**config.mk**
```make
export PLATFORM = sky130hd
export DESIGN_NAME = mark_sweep_handle_table_flat
export DESIGN_NICKNAME = d
export VERILOG_FILES = /design/src/hdl/msht_pkg.sv /design/src/hdl/msht_if.sv /design/src/hdl/msht_cell.sv /design/src/hdl/mark_sweep_handle_table.sv /design/src/flat_wrapper.sv
export SDC_FILE = /design/constraint.sdc
export NUM_CORES = 2
export LEC_CHECK = 0
export BUFFER_PORTS_ARGS = -buffer_cell sky130_fd_sc_hd__buf_2
export CELL_PAD_IN_SITES_DETAIL_PLACEMENT = 0
export CELL_PAD_IN_SITES_GLOBAL_PLACEMENT = 1
export CORE_MARGIN = 2
export CORE_UTILIZATION = 49
export CTS_CLUSTER_DIAMETER = 120
export CTS_CLUSTER_SIZE = 12
export DETAILED_ROUTE_END_ITERATION = 8
export HOLD_SLACK_MARGIN = 0.08
export PLACE_DENSITY = 0.89
export SLEW_MARGIN = 10
export SYNTH_ARGS = -nofsm -noshare
export SYNTH_HDL_FRONTEND = slang
export SYNTH_HIERARCHICAL = 1
export SYNTH_SLANG_ARGS = --single-unit
export TNS_END_PERCENT = 5
```
**constraint.sdc**
```tcl
create_clock -name clk_i -period 3.55 [get_ports clk_i]
set_clock_uncertainty 0.05 [all_clocks]
set_input_delay 0.71 -clock clk_i [delete_from_list [all_inputs] [get_ports clk_i]]
set_output_delay 0.71 -clock clk_i [all_outputs]
set_load 0.01 [all_outputs]
```
**src/hdl/msht_pkg.sv**
```systemverilog
// Shared types and constants for the mark-and-sweep handle table.
// Holds table sizing, operation and status codes, the controller states
// and the per-cell control word. Depends on nothing.
`default_nettype none

package msht_pkg;

  // Table depth and derived widths
  localparam int unsigned CAPACITY = 32;
  localparam int unsigned IDX_W    = (CAPACITY > 1) ? $clog2(CAPACITY) : 1;
  // Counts are carried at the width of the entry_count field
  localparam int unsigned CNT_W    = 6;
  localparam int unsigned HANDLE_W = 16;
  localparam int unsigned OP_W     = 2;
  localparam int unsigned STATUS_W = 2;

  typedef logic [HANDLE_W-1:0] handle_t;
  typedef logic [CNT_W-1:0]    cnt_t;

  typedef enum logic [OP_W-1:0] {
    OP_ALLOC = 2'd0,
    OP_MARK  = 2'd1,
    OP_SWEEP = 2'd2,
    OP_COUNT = 2'd3
  } op_e;

  typedef enum logic [STATUS_W-1:0] {
    ST_OK        = 2'd0,
    ST_FULL      = 2'd1,
    ST_NOT_FOUND = 2'd2
  } status_e;

  typedef enum logic [1:0] {
    S_IDLE  = 2'd0,
    S_COUNT = 2'd1,
    S_SWEEP = 2'd2,
    S_RESP  = 2'd3
  } state_e;

  // Control word driven into each cell of the chain
  typedef struct packed {
    logic load;     // write the key as a new unmarked entry
    logic mark_en;  // compare the key and set the mark on a hit
    logic clr;      // clear the mark of a kept entry
    logic shift;    // take entry and mark from the right-hand neighbor
  } cell_ctl_t;

endpackage

`default_nettype wire

```
**src/hdl/msht_if.sv**
```systemverilog
// Handshake channels for the mark-and-sweep handle table.
// One interface for command words, one for result words.
// Depends on msht_pkg for field widths.
`default_nettype none

interface msht_in_if;
  logic                          valid;
  logic                          ready;
  logic [msht_pkg::OP_W-1:0]     op;
  logic [msht_pkg::HANDLE_W-1:0] handle;

  modport source (output valid, output op, output handle, input ready);
  modport sink   (input valid, input op, input handle, output ready);
endinterface

interface msht_out_if;
  logic                          valid;
  logic                          ready;
  logic [msht_pkg::STATUS_W-1:0] status;
  logic                          freed_valid;
  logic [msht_pkg::HANDLE_W-1:0] freed_handle;
  logic                          last;
  logic [msht_pkg::CNT_W-1:0]    entry_count;
  logic [msht_pkg::CNT_W-1:0]    swept_count;

  modport source (output valid, output status, output freed_valid, output freed_handle,
                  output last, output entry_count, output swept_count, input ready);
  modport sink   (input valid, input status, input freed_valid, input freed_handle,
                  input last, input entry_count, input swept_count, output ready);
endinterface

`default_nettype wire

```
**src/hdl/msht_cell.sv**
```systemverilog
// One cell of the handle chain: a stored handle and its mark bit.
// Loads, compares, clears or takes its right-hand neighbor's entry.
// Depends on msht_pkg.
`default_nettype none

module msht_cell (
  input  wire logic                clk_i,
  input  wire logic                rst_ni,
  input  wire msht_pkg::cell_ctl_t ctl_i,
  input  wire msht_pkg::handle_t   key_i,
  input  wire msht_pkg::handle_t   nxt_handle_i,
  input  wire logic                nxt_mark_i,
  output msht_pkg::handle_t        handle_o,
  output logic                     mark_o,
  output logic                     hit_o
);

  msht_pkg::handle_t handle_q, handle_d;
  logic              mark_q, mark_d;

  // Compare the key against the stored handle
  assign hit_o = (handle_q == key_i);

  // Select the next handle
  always_comb begin
    handle_d = handle_q;
    if (ctl_i.load) begin
      handle_d = key_i;
    end else if (ctl_i.shift) begin
      handle_d = nxt_handle_i;
    end
  end

  // Select the next mark
  always_comb begin
    mark_d = mark_q;
    priority if (ctl_i.load) begin
      mark_d = 1'b0;
    end else if (ctl_i.shift) begin
      mark_d = nxt_mark_i;
    end else if (ctl_i.mark_en && hit_o) begin
      mark_d = 1'b1;
    end else if (ctl_i.clr) begin
      mark_d = 1'b0;
    end
  end

  always_ff @(posedge clk_i) begin
    handle_q <= handle_d;
  end

  always_ff @(posedge clk_i or negedge rst_ni) begin
    if (!rst_ni) begin
      mark_q <= 1'b0;
    end else begin
      mark_q <= mark_d;
    end
  end

  assign handle_o = handle_q;
  assign mark_o   = mark_q;

endmodule

`default_nettype wire

```
**src/hdl/mark_sweep_handle_table.sv**
```systemverilog
// Mark-and-sweep handle table: a chain of CAPACITY cells under one controller.
// Allocate, mark and count take one word; the command is registered into the
// response state, which loads the one result word into the result register
// once that register is free. Mark compares all occupied cells in parallel.
// A sweep keeps the input busy until compaction is done, plus any time the
// result side stalls, and a sweep that frees nothing ends with one result word
// from the response state: a first pass walks the mark bits one cell per cycle
// to learn how many entries survive, then a second pass examines one entry per
// cycle, a freed one only when the result slot is free, clearing the mark of a
// kept entry or emitting a freed handle while the cells to its right shift left
// by one place to close the gap. One word is handled at a time; ready is high
// only while the controller is idle. A result register sits at the output, so
// a finished word may wait there while the next command is taken.
// Depends on msht_pkg, msht_if and msht_cell.
`default_nettype none

module mark_sweep_handle_table (
  input  wire logic clk_i,
  input  wire logic rst_ni,
  msht_in_if.sink   in_i,
  msht_out_if.source out_o
);

  localparam int unsigned CAP = msht_pkg::CAPACITY;
  localparam int unsigned CW  = msht_pkg::CNT_W;
  localparam int unsigned IW  = msht_pkg::IDX_W;

  // Controller state and counters
  msht_pkg::state_e  state_q, state_d;
  msht_pkg::cnt_t    fill_q, fill_d;
  msht_pkg::cnt_t    j_q, j_d;          // counting pass position
  msht_pkg::cnt_t    keep_q, keep_d;    // survivors counted in the first pass
  msht_pkg::cnt_t    wr_q, wr_d;        // next unexamined cell in compaction
  msht_pkg::cnt_t    rem_q, rem_d;      // entries left to examine
  msht_pkg::cnt_t    emitted_q, emitted_d;
  msht_pkg::cnt_t    nfreed_q, nfreed_d;
  msht_pkg::status_e status_q, status_d;

  // Result register
  logic              out_valid_q, out_valid_d;
  msht_pkg::status_e out_status_q, out_status_d;
  logic              out_freed_q, out_freed_d;
  msht_pkg::handle_t out_handle_q, out_handle_d;
  logic              out_last_q, out_last_d;
  msht_pkg::cnt_t    out_entry_q, out_entry_d;
  msht_pkg::cnt_t    out_swept_q, out_swept_d;

  // Chain signals
  msht_pkg::cell_ctl_t cell_ctl    [CAP];
  msht_pkg::handle_t   cell_handle [CAP];
  logic [CAP-1:0]      cell_mark;
  logic [CAP-1:0]      cell_hit;
  logic [CAP-1:0]      cell_occ;

  // Control strobes
  logic alloc_wr, mark_go, keep_step, free_step, out_load;
  logic in_acc, slot_free, found;
  logic sel_mark_j, sel_mark_w;
  msht_pkg::handle_t sel_handle_w;
  msht_pkg::op_e     in_op;

  assign in_op     = msht_pkg::op_e'(in_i.op);
  assign in_i.ready = (state_q == msht_pkg::S_IDLE);
  assign in_acc    = in_i.valid && in_i.ready;
  assign slot_free = !out_valid_q || out_o.ready;
  assign found     = |(cell_hit & cell_occ);

  assign sel_mark_j   = cell_mark[j_q[IW-1:0]];
  assign sel_mark_w   = cell_mark[wr_q[IW-1:0]];
  assign sel_handle_w = cell_handle[wr_q[IW-1:0]];

  // Build the chain; each cell takes its right-hand neighbor on a shift
  for (genvar i = 0; i < CAP; i++) begin : g_cell
    msht_pkg::handle_t nxt_handle;
    logic              nxt_mark;

    if (i < CAP - 1) begin : g_mid
      assign nxt_handle = cell_handle[i+1];
      assign nxt_mark   = cell_mark[i+1];
    end else begin : g_end
      assign nxt_handle = '0;
      assign nxt_mark   = 1'b0;
    end

    assign cell_occ[i]         = CW'(i) < fill_q;
    assign cell_ctl[i].load    = alloc_wr && (CW'(i) == fill_q);
    assign cell_ctl[i].mark_en = mark_go && cell_occ[i];
    assign cell_ctl[i].clr     = keep_step && (CW'(i) == wr_q);
    assign cell_ctl[i].shift   = free_step && (CW'(i) >= wr_q);

    msht_cell u_cell (
      .clk_i        (clk_i),
      .rst_ni       (rst_ni),
      .ctl_i        (cell_ctl[i]),
      .key_i        (in_i.handle),
      .nxt_handle_i (nxt_handle),
      .nxt_mark_i   (nxt_mark),
      .handle_o     (cell_handle[i]),
      .mark_o       (cell_mark[i]),
      .hit_o        (cell_hit[i])
    );
  end

  // Next state
  always_comb begin
    state_d = state_q;
    unique case (state_q)
      msht_pkg::S_IDLE: begin
        if (in_acc) begin
          state_d = (in_op == msht_pkg::OP_SWEEP) ? msht_pkg::S_COUNT : msht_pkg::S_RESP;
        end
      end
      msht_pkg::S_COUNT: begin
        if (j_q == fill_q) begin
          state_d = msht_pkg::S_SWEEP;
        end
      end
      msht_pkg::S_SWEEP: begin
        if (rem_q == '0) begin
          state_d = (nfreed_q == '0) ? msht_pkg::S_RESP : msht_pkg::S_IDLE;
        end
      end
      msht_pkg::S_RESP: begin
        if (slot_free) begin
          state_d = msht_pkg::S_IDLE;
        end
      end
      default: state_d = msht_pkg::S_IDLE;
    endcase
  end

  // Datapath control and result formation
  always_comb begin
    fill_d       = fill_q;
    j_d          = j_q;
    keep_d       = keep_q;
    wr_d         = wr_q;
    rem_d        = rem_q;
    emitted_d    = emitted_q;
    nfreed_d     = nfreed_q;
    status_d     = status_q;
    alloc_wr     = 1'b0;
    mark_go      = 1'b0;
    keep_step    = 1'b0;
    free_step    = 1'b0;
    out_load     = 1'b0;
    out_status_d = msht_pkg::ST_OK;
    out_freed_d  = 1'b0;
    out_handle_d = '0;
    out_last_d   = 1'b1;
    out_entry_d  = fill_q;
    out_swept_d  = '0;

    unique case (state_q)
      msht_pkg::S_IDLE: begin
        if (in_acc) begin
          unique case (in_op)
            msht_pkg::OP_ALLOC: begin
              if (fill_q == CW'(CAP)) begin
                status_d = msht_pkg::ST_FULL;
              end else begin
                alloc_wr = 1'b1;
                fill_d   = fill_q + 1'b1;
                status_d = msht_pkg::ST_OK;
              end
            end
            msht_pkg::OP_MARK: begin
              mark_go  = 1'b1;
              status_d = found ? msht_pkg::ST_OK : msht_pkg::ST_NOT_FOUND;
            end
            msht_pkg::OP_SWEEP: begin
              j_d      = '0;
              keep_d   = '0;
              status_d = msht_pkg::ST_OK;
            end
            msht_pkg::OP_COUNT: begin
              status_d = msht_pkg::ST_OK;
            end
            default: status_d = msht_pkg::ST_OK;
          endcase
        end
      end

      // Count survivors one cell per cycle
      msht_pkg::S_COUNT: begin
        if (j_q == fill_q) begin
          nfreed_d  = fill_q - keep_q;
          rem_d     = fill_q;
          wr_d      = '0;
          emitted_d = '0;
        end else begin
          keep_d = keep_q + CW'(sel_mark_j);
          j_d    = j_q + 1'b1;
        end
      end

      // Compact: keep in place or emit and close the gap
      msht_pkg::S_SWEEP: begin
        if (rem_q == '0) begin
          fill_d = keep_q;
        end else if (sel_mark_w) begin
          keep_step = 1'b1;
          wr_d      = wr_q + 1'b1;
          rem_d     = rem_q - 1'b1;
        end else if (slot_free) begin
          free_step    = 1'b1;
          out_load     = 1'b1;
          out_freed_d  = 1'b1;
          out_handle_d = sel_handle_w;
          out_last_d   = (CW'(emitted_q + 1'b1) == nfreed_q);
          out_entry_d  = keep_q;
          out_swept_d  = out_last_d ? nfreed_q : '0;
          rem_d        = rem_q - 1'b1;
          emitted_d    = emitted_q + 1'b1;
        end
      end

      // Single result word
      msht_pkg::S_RESP: begin
        if (slot_free) begin
          out_load     = 1'b1;
          out_status_d = status_q;
        end
      end

      default: ;
    endcase
  end

  // Hold or drop the result word
  assign out_valid_d = out_load ? 1'b1 : (out_o.ready ? 1'b0 : out_valid_q);

  always_ff @(posedge clk_i or negedge rst_ni) begin
    if (!rst_ni) begin
      state_q     <= msht_pkg::S_IDLE;
      fill_q      <= '0;
      j_q         <= '0;
      keep_q      <= '0;
      wr_q        <= '0;
      rem_q       <= '0;
      emitted_q   <= '0;
      nfreed_q    <= '0;
      status_q    <= msht_pkg::ST_OK;
      out_valid_q <= 1'b0;
    end else begin
      state_q     <= state_d;
      fill_q      <= fill_d;
      j_q         <= j_d;
      keep_q      <= keep_d;
      wr_q        <= wr_d;
      rem_q       <= rem_d;
      emitted_q   <= emitted_d;
      nfreed_q    <= nfreed_d;
      status_q    <= status_d;
      out_valid_q <= out_valid_d;
    end
  end

  always_ff @(posedge clk_i) begin
    if (out_load) begin
      out_status_q <= out_status_d;
      out_freed_q  <= out_freed_d;
      out_handle_q <= out_handle_d;
      out_last_q   <= out_last_d;
      out_entry_q  <= out_entry_d;
      out_swept_q  <= out_swept_d;
    end
  end

  assign out_o.valid        = out_valid_q;
  assign out_o.status       = out_status_q;
  assign out_o.freed_valid  = out_freed_q;
  assign out_o.freed_handle = out_handle_q;
  assign out_o.last         = out_last_q;
  assign out_o.entry_count  = out_entry_q;
  assign out_o.swept_count  = out_swept_q;

  // Checks
  a_fill_range: assert property (@(posedge clk_i) disable iff (!rst_ni)
    fill_q <= CW'(CAP))
    else $error("fill count beyond capacity");

  a_sweep_balance: assert property (@(posedge clk_i) disable iff (!rst_ni)
    state_q == msht_pkg::S_SWEEP |->
      ({1'b0, wr_q} + {1'b0, emitted_q} + {1'b0, rem_q}) == {1'b0, fill_q})
    else $error("compaction counters out of balance");

  a_emit_bound: assert property (@(posedge clk_i) disable iff (!rst_ni)
    state_q == msht_pkg::S_SWEEP |-> emitted_q <= nfreed_q)
    else $error("more entries freed than counted");

  a_tail_unmarked: assert property (@(posedge clk_i) disable iff (!rst_ni)
    state_q == msht_pkg::S_IDLE |-> (cell_mark & ~cell_occ) == '0)
    else $error("mark set on an unoccupied cell");

endmodule

`default_nettype wire

```
**src/flat_wrapper.sv**
```systemverilog
// flat-port wrapper written by rule: the top's interface ports become plain ports
module mark_sweep_handle_table_flat 
  (clk_i, rst_ni, in_i_valid, in_i_op, in_i_handle, in_i_ready, out_o_valid, out_o_status, out_o_freed_valid, out_o_freed_handle, out_o_last, out_o_entry_count, out_o_swept_count, out_o_ready);
  msht_in_if in_i_i ();
  msht_out_if out_o_i ();
  input  wire logic clk_i;
  input  wire logic rst_ni;
  input wire logic [$bits(in_i_i.valid)-1:0] in_i_valid;
  input wire logic [$bits(in_i_i.op)-1:0] in_i_op;
  input wire logic [$bits(in_i_i.handle)-1:0] in_i_handle;
  output wire logic [$bits(in_i_i.ready)-1:0] in_i_ready;
  output wire logic [$bits(out_o_i.valid)-1:0] out_o_valid;
  output wire logic [$bits(out_o_i.status)-1:0] out_o_status;
  output wire logic [$bits(out_o_i.freed_valid)-1:0] out_o_freed_valid;
  output wire logic [$bits(out_o_i.freed_handle)-1:0] out_o_freed_handle;
  output wire logic [$bits(out_o_i.last)-1:0] out_o_last;
  output wire logic [$bits(out_o_i.entry_count)-1:0] out_o_entry_count;
  output wire logic [$bits(out_o_i.swept_count)-1:0] out_o_swept_count;
  input wire logic [$bits(out_o_i.ready)-1:0] out_o_ready;
  assign in_i_i.valid = in_i_valid;
  assign in_i_i.op = in_i_op;
  assign in_i_i.handle = in_i_handle;
  assign in_i_ready = in_i_i.ready;
  assign out_o_valid = out_o_i.valid;
  assign out_o_status = out_o_i.status;
  assign out_o_freed_valid = out_o_i.freed_valid;
  assign out_o_freed_handle = out_o_i.freed_handle;
  assign out_o_last = out_o_i.last;
  assign out_o_entry_count = out_o_i.entry_count;
  assign out_o_swept_count = out_o_i.swept_count;
  assign out_o_i.ready = out_o_ready;
  mark_sweep_handle_table u_core (.clk_i(clk_i), .rst_ni(rst_ni), .in_i(in_i_i), .out_o(out_o_i));
endmodule
```
==> Word level (Yosys, flattened, before mapping) <==
Index checks and enable logic that the tools add are counted.
{ "classes": {"mux": 254, "eq_ne": 116, "magnitude_cmp": 67, "n_bitwise": 5, "add_sub_neg": 7, "n_reduce_logical": 250} }
{ "ops": {"columns": ["op", "count"], "rows": [
  ["16-bit 2-to-1 mux", 66],
  ["16-bit equality test", 32],
  ["5-bit by 6-bit equality test with 1-bit output, first input constant", 32],
  ["1-bit logical AND", 161],
  ["1-bit 2-to-1 mux", 147],
  ["6-bit 2-to-1 mux", 22],
  ["4-bit nonzero test", 32],
  ["4-bit by 6-bit equality test with 1-bit output, first input constant", 16],
  ["5-bit by 6-bit >= comparator with 1-bit output, first input constant", 16],
  ["5-bit by 6-bit less-than comparator with 1-bit output, first input constant", 16],
  ["16-bit binary-select mux with 5-bit select", 1],
  ["6-bit one-hot mux with 2 select lines", 6],
  ["2-bit nonzero test", 36],
  ["3-bit by 6-bit equality test with 1-bit output, first input constant", 8],
  ["4-bit by 6-bit >= comparator with 1-bit output, first input constant", 8],
  ["4-bit by 6-bit less-than comparator with 1-bit output, first input constant", 8],
  ["32-bit bitwise AND", 1],
  ["32-bit OR reduction", 1],
  ["6-bit by 1-bit adder with 6-bit output, second input constant", 4],
  ["2-bit by 6-bit equality test with 1-bit output, first input constant", 4],
  ["3-bit by 6-bit >= comparator with 1-bit output, first input constant", 4],
  ["6-bit zero test", 4],
  ["3-bit by 6-bit less-than comparator with 1-bit output, first input constant", 4],
  ["4-bit AND reduction", 4],
  ["32 further kinds", 66]
]} }
{ "totals": {"output_inout_bits": 34, "wordCells": 779, "register_bits": 623, "inputBits": 22} }

==> Depth between registers and ports, before layout <==
{ "logic_depth": {"ltp_word": 10, "ltp_mapped": 16, "depth_no_buf": 11} }

==> Modules after synthesis <==
Netlist, hierarchy kept.
{ "modules_own_cells": {"columns": ["mod", "area_per_inst_um2", "cells_each", "seq_area_each_um2", "n_inst"], "rows": [
  ["msht_cell", 910.9, 62, 505.5, 32],
  ["mark_sweep_handle_table", 10307.4, 1046, 2137.0, 1]
]} }

==> Worst setup path after synthesis <==
OpenSTA, ideal clock, no wires.
{ "synth_path": {"kind": "reg-to-reg", "from": "register u_core.fill_q[1]", "to": "register u_core.g_cell[17].u_cell.handle_q[0] (enable)", "arrival_ns": 3.276, "path_buffers": 4, "synth_period_minus_slack_ns": 3.660, "slack_ns": -0.110, "setup_ns": 0.334, "t_required_ns": 3.166, "path_stages_with_launch": 14, "path_cell_list": "dfrtp_1 -> buf_2 -> buf_1 -> inv_1 -> ha_1 -> nor4b_1 -> a211o_1 -> nor2_1 -> nand2_1 -> or3_1 -> nor3_1 -> buf_2 -> buf_2 -> or2_2"} }
{ "synth_lines": {"columns": ["element", "line_no", "text"], "rows": [
  ["start, declared", "mark_sweep_handle_table.sv:30", "msht_pkg::cnt_t fill_q, fill_d;"],
  ["start signal, assigned", "mark_sweep_handle_table.sv:247", "fill_q <= fill_d;"],
  ["end signal, assigned", "msht_cell.sv:49", "handle_q <= handle_d;"],
  ["end, declared", "msht_cell.sv:18", "msht_pkg::handle_t handle_q, handle_d;"]
]} }

==> Final worst setup path <==
{ "layout_path": {"from": "register u_core.wr_q[0]", "to": "register u_core.out_handle_q[13], in the netlist u_core/out_o.freed_handle[13] (data pin)"} }
{ "layout_between": {"elab_chain_len": 4, "elab_cells_between_ends": 7, "classes_between": "5 x mux; 1 x bitwise; 1 x reduce/logical"} }
{ "layout_lines": {"columns": ["element", "line_no", "text"], "rows": [
  ["start, declared", "mark_sweep_handle_table.sv:33", "msht_pkg::cnt_t wr_q, wr_d;"],
  ["start signal, assigned", "mark_sweep_handle_table.sv:250", "wr_q <= wr_d;"],
  ["5-bit NOT with 6-bit output (not written as such)", "mark_sweep_handle_table.sv:70", "assign sel_handle_w = cell_handle[wr_q[IW-1:0]];"],
  ["16-bit binary-select mux with 5-bit select", "mark_sweep_handle_table.sv:70", null],
  ["16-bit 2-to-1 mux (not written as such) (2 in a row)", "mark_sweep_handle_table.sv:70", null],
  ["end signal, assigned", "mark_sweep_handle_table.sv:263", "out_handle_q <= out_handle_d;"],
  ["end, declared", "mark_sweep_handle_table.sv:43", "msht_pkg::handle_t out_handle_q, out_handle_d;"]
]} }
Several ways; a longest one is shown, not always the timed one. The select of a mux whose other input is x is not followed.
A chain may end at the register's enable or synchronous reset.

==> flow_summary.ini <==
[logic_synthesis]
synth_top_family_by_area = multiplexers
yosysTopAreaCell = edfxtp_1
synthSimpleGateAreaFrac_pct = 9.491
synth_area_leaders = edfxtp_1 (41%), mux2_2 (15%), xnor2_1 (11%)
ys.flop_type = edfxtp_1
yosysSeqAreaShare_pct = 46.41
yosysMostFrequentCell = edfxtp_1
synth_common_cells = edfxtp_1 (544), xnor2_1 (518), mux2_2 (515), mux4_2 (141), nand4_1 (132)
synthAdderAreaFrac_pct = 0.6723
postSynth.asyncResetShare_pct = 12.68
ys_types = 69
synth_top_cell_area_share_pct = 41.40
avgSynthCellArea_um2 = 13.02
syn_inst = 3030
syn_area_mm2 = 0.03946
synth_compound_area_share_pct = 4.436
yosys-mux-area-fraction_pct = 24.73
synth_edf_count = 544
synthXorXnorAreaFrac_pct = 11.87
yosys_warnings = 6
ys_ff_latch = 623

[finish]
drive_above_1_share_pct = 32.98
multi_input_area_mm2 = 0.02032
seq_area_mm2 = 0.01832
n_fill_cell = 6697
syn_to_final_growth_pct = 11.80
fin_util_pct = 55.03
fin_nets = 3249

[critical_path]
regToRegEndpoint = u_core/out_o.freed_handle[13]$_SDFFCE_PP0P_
crit_fanout = 70
ff2ff_setup_slack_ns = 0.17
cp_cell_sequence = buf_12 -> mux4_2 -> mux2i_1 -> o22ai_1 -> nor2_1 -> nor2_1
required_ns = 3.87
cpMostUsedCell = nor2_1
reg2reg_depth = 6
path_class = flop to flop
slowest_delay_ns = 0.67
cp.arrival_ns = 3.69
regToRegStartpoint = u_core/wr_q[0]$_DFFE_PN0P_
endpoint_kind = flop
setup.worst_path.start_class = flop
cp_slowest_cell = dfrtp_4

[hold_path]
hold_class = input port to async pin

[run_status]
run_status = finished clean

[placed_design]
place_ws_ns = 0.1832
io_buffers = 55
dp_hpwl_um = 95100
place_congestion = 1.056

[clocking]
htreeDepth = 2
cts_buffer_depth = 3
post_cts_buffers = 0
clock_latency_ns = 0.67
cts_resized = 0
cts_tree = done
clock_sinks = 623
numCtsBuffers = 57
cts_root_buf = clkbuf_16
ctsHoldBuffers = 0
cts.clk_slew.worst_paths_ns = 0.07

[die]
die_area_mm2 = 0.08281
ios = 56
coreArea_mm2 = 0.08016
dieWidth_um = 287.8
rows = 104
die_y_um = 287.8
start_util_pct = 49.22

[global_route]
grt_pass1_vias = 27429
grt_pass1_wl_um = 194100
antenna_found_initial = 4
overflow = 0
grt_max_degree = 72
track_usage_pct = 32.16

[timing]
slew_headroom_pct = 35.45
rsz0062_at_grt = no
holdWs_ns = 0.1280
worstMarginPinSlew_ns = 0.9654
fin_ws_ns = 0.1718
drv_slew = 0
fin_crit_sh_pct = 95.16
fmax_mhz = 296.0
hold_viol = 0
min_period_ns = 3.378
setup_violations = 0

[run]
drv_cap = 0

[drt]
wl_um = 133800
dr.pass1.iters = 5
antenna_left = 0
drt_iter0_markers = 3891
via_per_inst = 6.550
wire_per_inst_um = 31.00
via_count = 28282
drc = 0

[power]
p_leak_nw = 14.39
peakVddDrop_mv = 0.5039
powerDensity_mw_per_mm2 = 936.7
==> how the worst max path moves through the flow <==
stage                     slack [ns]                        from                                        endpoint
after floorplan                -0.05                 out_o_ready           u_core/out_o.entry_count[0]$_DFFE_PP_
after global placement          0.19             in_i_handle[15]                  u_core/status_q[1]$_DFFE_PN0P_
after detailed placement        0.18             in_i_handle[15]                  u_core/status_q[1]$_DFFE_PN0P_
after CTS                       0.25  u_core/wr_q[0]$_DFFE_PN0P_  u_core/g_cell[10].u_cell/handle_o[1]$_DFFE_PP_
after global routing            0.05  u_core/wr_q[1]$_DFFE_PN0P_  u_core/g_cell[10].u_cell/handle_o[1]$_DFFE_PP_
final                           0.17  u_core/wr_q[0]$_DFFE_PN0P_     u_core/out_o.freed_handle[13]$_SDFFCE_PP0P_
==> per-stage QoR <==
stage / cell area, um^2 / TNS (ns) / cells / power, mW
after CTS: 44110 / 0 / 4317 / 40.89
after floorplan: 39520 / -1.570 / 3046 / 27.56
after global placement: 42440 / 0 / 4209 / 34.43
after global routing: 44110 / 0 / 4317 / 42.82
after detailed placement: 42440 / 0 / 4209 / 34.90
final: 44110 / 0 / 4318 / 41.32
==> worst max-delay path, delay by kind of cell (launching register included) <==
| family | cells | cell delay (ns) |
|---|---|---|
| and+or+nand+nor | 2 | 0.44 |
| DFF | 1 | 0.67 |
| buffers and inverters | 1 | 0.47 |
| AOI/OAI and AO/OA | 1 | 0.15 |
| muxes | 2 | 1.17 |
==> power by group <==
group          internal, mW  total (mW)  leakage [nW]  switching (mW)
combinational          8.39        18.5          7.43            10.1
sequential             13.2        16.9          6.17            3.66
clock                  3.04        5.92         0.784            2.88
total                  24.7        41.3          14.4            16.6
==> metal layers <==
| layer | vias to the layer above | routed length [um] | global-route usage, % |
|---|---|---|---|
| li1 | 11882 | - | - |
| met4 | 2 | 8430 | 16.90 |
| met1 | 14311 | 52020 | 43.22 |
| met2 | 1717 | 59890 | 49.53 |
| met5 | - | 11 | 0 |
| met3 | 370 | 13490 | 6.244 |
==> logic make-up after synthesis <==
| kind of cell | Yosys count |
|---|---|
| muxes | 734 |
| xor gates and xnor gates | 533 |
| adders and majority gates | 21 |
| buffers and inverters | 189 |
| AOI/OAI and AO/OA | 264 |
| and+or+nand+nor | 665 |
| other | 1 |
| DFF | 623 |
==> state kept, by name, indices dropped and copies added, names as in the netlist, 6 cells and up <==
signal and cells:
u_core/nfreed_q 6, u_core/out_o.swept_count 6, u_core/g_cell.u_cell/mark_o 32, u_core/keep_q 6
u_core/fill_q 6, u_core/j_q 6, u_core/wr_q 6, u_core/out_o.freed_handle 16
u_core/rem_q 6, u_core/emitted_q 6, u_core/g_cell.u_cell/handle_o 512, u_core/out_o.entry_count 6
==> layout make-up <==
type | count | area share, %
antenna | 1 | 0.005673
clock buffer | 105 | 3.642
clock inverter | 3 | 0.1418
inverter | 24 | 0.2042
multi-input combinational | 2234 | 46.07
sequential | 623 | 41.54
tap | 1060 | 3.007
timing repair buffer | 268 | 5.389
==> placed cells by master (no fill, tap or decap), drive strengths merged, types with 48 or more instances in the layout <==
master  instances
xnor2         518
mux4          141
o21ai          71
nor3           92
a21oi          48
dfrtp          79
edfxtp        544
clkbuf        105
nor2b          78
buf           268
nand2          79
mux2i          77
mux2          516
nor2          128
nand4         132
Power figures use the tool's default switching activity.
